--- src/bpdt_pkg.sv ---
package bpdt_pkg;

  localparam logic [7:0] TRK_BYTE0   = 8'h4C;
  localparam logic [7:0] TRK_BYTE1   = 8'h00;
  localparam logic [7:0] TRK_BYTE2   = 8'h12;
  localparam logic [4:0] TRK_MIN_LEN = 5'd4;

  localparam logic MODE_SCAN_START = 1'b0;
  localparam logic MODE_PEER       = 1'b1;

  localparam logic REG_SCAN_ENABLE    = 1'b0;
  localparam logic REG_MONITOR_ENABLE = 1'b1;

  typedef enum logic [1:0] {
    S_IDLE,
    S_START,
    S_WAIT,
    S_FINISH
  } top_state_t;

  typedef enum logic {
    TW_IDLE,
    TW_SCAN
  } walk_state_t;

  typedef struct packed {
    logic        clear;
    logic        start;
    logic        enable;
    logic [47:0] addr;
    logic [7:0]  rssi;
  } walk_req_t;

  typedef struct packed {
    logic done;
    logic changed;
  } walk_rsp_t;

endpackage

--- src/bpdt_table.sv ---
module bpdt_table #(
  parameter int DEPTH = 64
) (
  input  logic                         clk,
  input  logic                         rst,
  input  bpdt_pkg::walk_req_t          req,
  output bpdt_pkg::walk_rsp_t          rsp,
  output logic [$clog2(DEPTH+1)-1:0]   fill
);

  localparam int CNT_W = $clog2(DEPTH + 1);
  localparam int IDX_W = (DEPTH > 1) ? $clog2(DEPTH) : 1;

  logic [47:0] addr_mem [DEPTH];
  logic [7:0]  str_mem  [DEPTH];

  bpdt_pkg::walk_state_t state;
  bpdt_pkg::walk_state_t state_next;

  logic [CNT_W-1:0] rd_idx;
  logic             cmp_valid;
  logic [IDX_W-1:0] cmp_idx;
  logic [47:0]      key_addr;
  logic [7:0]       key_str;
  logic [47:0]      rd_addr_q;
  logic [7:0]       rd_str_q;

  logic             hit;
  logic             miss;
  logic             has_room;
  logic             rd_en;
  logic             wr_en;
  logic [IDX_W-1:0] wr_idx;

  assign hit      = (state == bpdt_pkg::TW_SCAN) && cmp_valid && (rd_addr_q == key_addr);
  assign miss     = (state == bpdt_pkg::TW_SCAN) && !cmp_valid && (rd_idx >= fill);
  assign has_room = fill < CNT_W'(DEPTH);
  assign rd_en    = (state == bpdt_pkg::TW_SCAN) && !hit && (rd_idx < fill);

  always_comb begin
    state_next = state;
    case (state)
      bpdt_pkg::TW_IDLE: begin
        if (req.start && req.enable && !req.clear) begin
          state_next = bpdt_pkg::TW_SCAN;
        end
      end
      bpdt_pkg::TW_SCAN: begin
        if (hit || miss) begin
          state_next = bpdt_pkg::TW_IDLE;
        end
      end
      default: state_next = bpdt_pkg::TW_IDLE;
    endcase
  end

  always_comb begin
    wr_en       = hit || (miss && has_room);
    wr_idx      = hit ? cmp_idx : fill[IDX_W-1:0];
    rsp.done    = ((state == bpdt_pkg::TW_IDLE) &&
                   (req.clear || (req.start && !req.enable))) || hit || miss;
    rsp.changed = hit ? (rd_str_q != key_str) : (miss && has_room);
  end

  always_ff @(posedge clk) begin
    if (rst) begin
      state     <= bpdt_pkg::TW_IDLE;
      fill      <= '0;
      rd_idx    <= '0;
      cmp_valid <= 1'b0;
    end else begin
      state <= state_next;
      if ((state == bpdt_pkg::TW_IDLE) && req.clear) begin
        fill <= '0;
      end else if (miss && has_room) begin
        fill <= fill + CNT_W'(1);
      end
      if (state == bpdt_pkg::TW_IDLE) begin
        rd_idx    <= '0;
        cmp_valid <= 1'b0;
      end else begin
        cmp_valid <= rd_en;
        if (rd_en) begin
          rd_idx <= rd_idx + CNT_W'(1);
        end
      end
    end
  end

  always_ff @(posedge clk) begin
    if ((state == bpdt_pkg::TW_IDLE) && req.start) begin
      key_addr <= req.addr;
      key_str  <= req.rssi;
    end
    if (rd_en) begin
      cmp_idx <= rd_idx[IDX_W-1:0];
    end
  end

  always_ff @(posedge clk) begin
    if (wr_en) begin
      addr_mem[wr_idx] <= key_addr;
      str_mem[wr_idx]  <= key_str;
    end
    if (rd_en) begin
      rd_addr_q <= addr_mem[rd_idx[IDX_W-1:0]];
      rd_str_q  <= str_mem[rd_idx[IDX_W-1:0]];
    end
  end

endmodule

--- config.mk ---
export PLATFORM = sky130hd
export DESIGN_NAME = bpdt_table
export DESIGN_NICKNAME = d
export VERILOG_FILES = /design/src/bpdt_pkg.sv /design/src/bpdt_table.sv
export SDC_FILE = /design/constraint.sdc
export NUM_CORES = 2
export LEC_CHECK = 0
export CORE_MARGIN = 5
export CORE_UTILIZATION = 40
export DETAILED_ROUTE_END_ITERATION = 8
export DONT_BUFFER_PORTS = 1
export PLACE_DENSITY = 0.68
export SYNTH_ARGS = -nofsm -noshare
export SYNTH_HDL_FRONTEND = slang
export SYNTH_SLANG_ARGS = --single-unit
export TNS_END_PERCENT = 100
--- constraint.sdc ---
create_clock -name clk -period 6.4 [get_ports clk]
set_input_delay 1.28 -clock clk [delete_from_list [all_inputs] [get_ports clk]]
set_output_delay 1.28 -clock clk [all_outputs]
set_load 0.005 [all_outputs]
# Yosys cells after proc, flatten, opt, wreduce, memory -nomap -nowiden
# Memory sizes are Yosys's and may differ from the RTL's. A register that Yosys moved wholly into a read port is not among the register bits.
# Index checks and enable logic that the tools add are counted.
[totals]
register_bits = 78
latchBits = 0
mem_bits_rw = 3584
rom_bits = 0
inputBits = 61
output_inout_bits = 9
word_cells = 48
n_memories = 2
[memory_table]
columns = ["name", "words", "width", "read_ports", "rd_ports_with_merged_regs", "wr", "line", "source"]
rows = [
  ["addr_mem", 64, 48, 1, 1, 1, "bpdt_table.sv:14", "logic [47:0] addr_mem [DEPTH];"],
  ["str_mem", 64, 8, 1, 1, 1, "bpdt_table.sv:15", "logic [7:0] str_mem [DEPTH];"],
]
[classes]
n_addsub = 2
n_mul = 0
div = 0
magnitude_cmp = 3
eq_ne = 2
shifts = 0
mux = 7
bitwise_logic = 1
n_reduce_logical = 24
[ops]
columns = ["operator", "count"]
rows = [
  ["equality test 48 bit", 1],
  ["adder 7 x 1 -> 7 bit, second input constant", 2],
  ["logical AND 1 bit", 13],
  ["!= test 8 bit", 1],
  ["greater-or-equal comparator 7 bit", 1],
  ["less-than comparator 7 bit", 1],
  ["less-than comparator 7 bit, second input constant", 1],
  ["two-way mux 6 bit", 1],
  ["logical OR 1 bit", 5],
  ["two-way mux 1 bit", 5],
  ["zero test 1 bit", 4],
  ["OR reduction 2 bit", 2],
  ["case mux 1 bit (2 select lines)", 1],
  ["NOT 1 bit", 1],
]

# Longest topological paths before layout
[logic_depth]
ltp_word = 7
ltp_mapped = 12
mapped_depth_nobuf = 8

# Worst setup path before layout
# No wires, ideal clock.
[synth_timing]
path_kind = "register to register"
start = "register key_addr[7]"
end = "memory addr_mem[31][0], enable pin"
setup_ps = 548
t_arrival_ps = 6451
required_ps = 5852
slack_ps = -599
path_stages_with_launch = 7
n_path_buf = 0
synth_period_minus_slack_ps = 6999
cell_sequence = "edfxtp_1 > xor2_1 > nor4_1 > nand4_1 > nor4_4 > nand4b_1 > o21ai_0"
[synth_via]
elab_chain_len = 5
elab_cells_between_ends = 6
cone_classes = "1 x eq/ne; 3 x mux; 2 x reduce/logical"
[synth_lines]
columns = ["element", "line", "source"]
rows = [
  ["start: declaration", "bpdt_table.sv:23", "logic [47:0] key_addr;"],
  ["start signal: assignment", "bpdt_table.sv:92", "key_addr <= req.addr;"],
  ["equality test 48 bit *", "bpdt_table.sv:35", "assign hit = (state == bpdt_pkg::TW_SCAN) && cmp_valid && (rd_addr_q == key_addr);"],
  ["logical AND 1 bit *", "bpdt_table.sv:35", ""],
  ["logical OR 1 bit", "bpdt_table.sv:58", "wr_en = hit || (miss && has_room);"],
  ["two-way mux 1 bit", "bpdt_table.sv:101", "if (wr_en) begin"],
  ["two-way mux 1 bit (not written as such)", "bpdt_table.sv:102", "addr_mem[wr_idx] <= key_addr;"],
  ["end: declaration", "bpdt_table.sv:14", ""],
]
# Mark *: on every way between the ends. The rest lies on a longest branch, timed or not.

==> flow_summary_export.csv <==
group,metric,value,unit
run_status,run_status,"finished, final reports clean",
flow_run,max-cap-violations,0,
placed_design,port_buffers,0,
global_route,grt_pass1_wl,514,mm
floorplan,io_pins,70,
timing,holdWs,0.460,ns
yosys,synth_edf_count,3702,
timing,rsz0062_at_grt,"no",
cts,cts_buffer_depth,4,
routing,wl_per_cell,33.5,um
global_route,grt_pass1_vias,65400,
yosys,synth_top_family_by_area,"multiplexers",
routing,drc,0,
cts,h-tree-depth,5,
yosys,postSynthCellCount,5596,
power,power_leakage,47.1,nW
global_route,grt.total_usage,0.198,
global_route,overflow,0,
final_layout,fin_util,0.457,
routing,drt-total-wl,365,mm
cts,path_clk_slew,0.06,ns
yosys,synth_nets,5666,
routing,via_per_inst,5.97,
cts,tritoncts,"built",
critical_path,crit_fanout,3,
cts,postCtsHoldBufs,0,
yosys,ys_seq_elements,3718,
yosys,avgSynthCellArea,25.2,um^2
hold_path,hold_end,"key_str[7]",
yosys,synth_simple_gate_area_frac,0.00655,
critical_path,critical_path_class,"reg -> out",
hold_path,hold_depth,0,
timing,period_share,0.786,
timing,slew_violations,0,
final_layout,final_cell_mix,"edfxtp_1, mux4_2, clkbuf_16",
floorplan,die_y,604,um
power,powerDensity,304,nW/um^2
placed_design,pre_cts_slack,1.80,ns
yosys,synth_cell_types,44,
critical_path,worstPathRequired,5.12,ns
final_layout,synthToLayoutAreaGrowth,14.0,%
floorplan,core-area,352000,um^2
hold_path,worstHoldPathType,"in -> reg",
power,peakVddDrop,0.232,mV
yosys,seq_area_frac_synth,0.790,
critical_path,rr_startpoint,"key_addr[44]",
yosys,synthAdderAreaFrac,0.000798,
timing,skew,0.0765,ns
timing,finalCriticalPeriod,5.03,ns
critical_path,r2r_slack,1.74,ns
timing,tns,0,ns
floorplan,row_count,218,
cts,clockRootBuffer,"clkbuf_16",
critical_path,timing.rr.end,"addr_mem[19][6]",
timing,final-setup-viol-count,0,
yosys,syn_area,141000,um^2
final_layout,layout_commonest_cell,"edfxtp_1",
cts,worstSkewPairLatency,0.92,ns
critical_path,crit_arrival,3.75,ns
floorplan,die_area,365000,um^2
cts,cts.sinks,3718,
cts,cts-resized-gates,0,
yosys,synth_compound_area_frac,0.0107,
timing,clock.fmax,199,MHz
critical_path,startpoint_type,"register",
global_route,grt_max_degree,129,
routing,dr.pass1.iters,5,
cts,cts_buffers,366,
global_route,antenna_found_initial,55,
routing,drtIter0Drc,9195,
yosys,synth_flop_cell,"edfxtp_1",
hold_path,hp-start,"req[7]",
timing,setup_slack,1.37,ns
final_layout,final_nets,5982,
final_layout,seqCellArea,112000,um^2
final_layout,multiInputGateArea,29200,um^2
final_layout,final-instance-count-excl-fill,10900,
routing,vias,65100,
timing,tightest_slew,1.25,ns
final_layout,fill_cells,28200,
yosys,synth_xor_area_frac,0.00372,
timing,hold_viol_final,0,
critical_path,rr_worst_depth,7,
placed_design,gp_congestion,0.893,
yosys,yosysWarnings,0,
placed_design,dp_hpwl,211,mm
final_layout,drive_gt1_frac,0.314,
routing,detail-route-antenna-nets,0,
floorplan,start_util,0.401,
placed_design,placedCellCount,10200,
floorplan,die_x,604,um
timing,max-slew-margin-rel,0.167,
critical_path,crit_path_end_kind,"output port",
yosys,synthArstFlopShare,0,
cts,post_cts_buffers,0,
yosys,yosys-mux-area-fraction,0.179,
==> worst max path at each step <==
stage,slack [ns],start,endpoint,cells after the start
floorplan,0.60,rd_idx[0],addr_mem[56][0],12
global placement,1.80,fill[4],addr_mem[30][6],12
detailed placement,1.80,fill[4],addr_mem[30][38],12
CTS,1.30,key_addr[36],rsp[0],5
global route,1.35,key_addr[36],rsp[0],5
finish,1.37,key_addr[36],rsp[0],5
==> state kept, by name, summed over array words and instances, names as in the netlist <==
name,flops
key_str,8
cmp_valid,1
fill,7
rd_str_q,8
str_mem,512
key_addr,48
rd_addr_q,48
cmp_idx,6
rd_idx,7
addr_mem,3072
state,1
==> cells in the mapped netlist, types with 10 or more instances <==
| cell type | instances | area share |
|---|---|---|
| dfxtp_1 | 16 | 0.0023 |
| xor2_1 | 48 | 0.0030 |
| buf_1 | 27 | 0.00072 |
| nor2_1 | 18 | 0.00048 |
| nand2_1 | 63 | 0.0017 |
| clkbuf_1 | 153 | 0.0041 |
| nand4_1 | 15 | 0.00067 |
| a22oi_1 | 112 | 0.0060 |
| mux4_2 | 1120 | 0.18 |
| o22ai_1 | 63 | 0.0028 |
| edfxtp_1 | 3702 | 0.79 |
| buf_2 | 85 | 0.0030 |
| inv_1 | 10 | 0.00027 |
| a21oi_1 | 13 | 0.00046 |
| xnor2_1 | 12 | 0.00074 |
| buf_6 | 13 | 0.0010 |
| nand3_1 | 26 | 0.00092 |
| nor4_1 | 22 | 0.00098 |
==> layout make-up <==
cell class                 instances  share of cell area
antenna                           84             0.00131
clock buffer                     443              0.0600
clock inverter                   204              0.0137
inverter                          12            0.000280
multi-input combinational       1588               0.182
sequential                      3718               0.693
tap                             4620              0.0359
timing repair buffer             226              0.0138
==> kinds of logic after synthesis <==
logic type | after synthesis
compound gates | 218
xor+xnor | 60
fa+ha+maj | 9
buf+inv | 290
flops | 3718
mux | 1120
simple gates | 181
==> power breakdown <==
part           switching, mW  leakage, nW  internal, mW
Clock                   8.99         5.75          12.4
Combinational          0.592         7.85        0.0821
Sequential            0.0291         33.4          26.9
==> stage by stage <==
stage          total power, mW  instance area, um^2
2_1_floorplan             27.7               141000
3_3_place_gp              28.1               149000
3_5_place_dp              28.1               149000
4_1_cts                   49.2               161000
5_1_grt                   50.3               161000
6_report                  49.0               161000
==> per-layer routing <==
metal  GRT usage  part of all wire  up-vias
met5           0           0.00028        -
met4      0.0879             0.046       14
met3      0.0474              0.11      700
met2       0.314              0.49     3917
met1       0.261              0.36    35100
li1            -                 -    25300
==> critical path, cell delays in order (launching register included) <==
cell and delay (ns):
edfxtp_1 0.42, xor2_1 0.20, nor4_1 0.66, nand3_1 0.26, or4_1 0.74, o21ai_0 0.57
No activity file was read; power rests on OpenSTA's default activity.
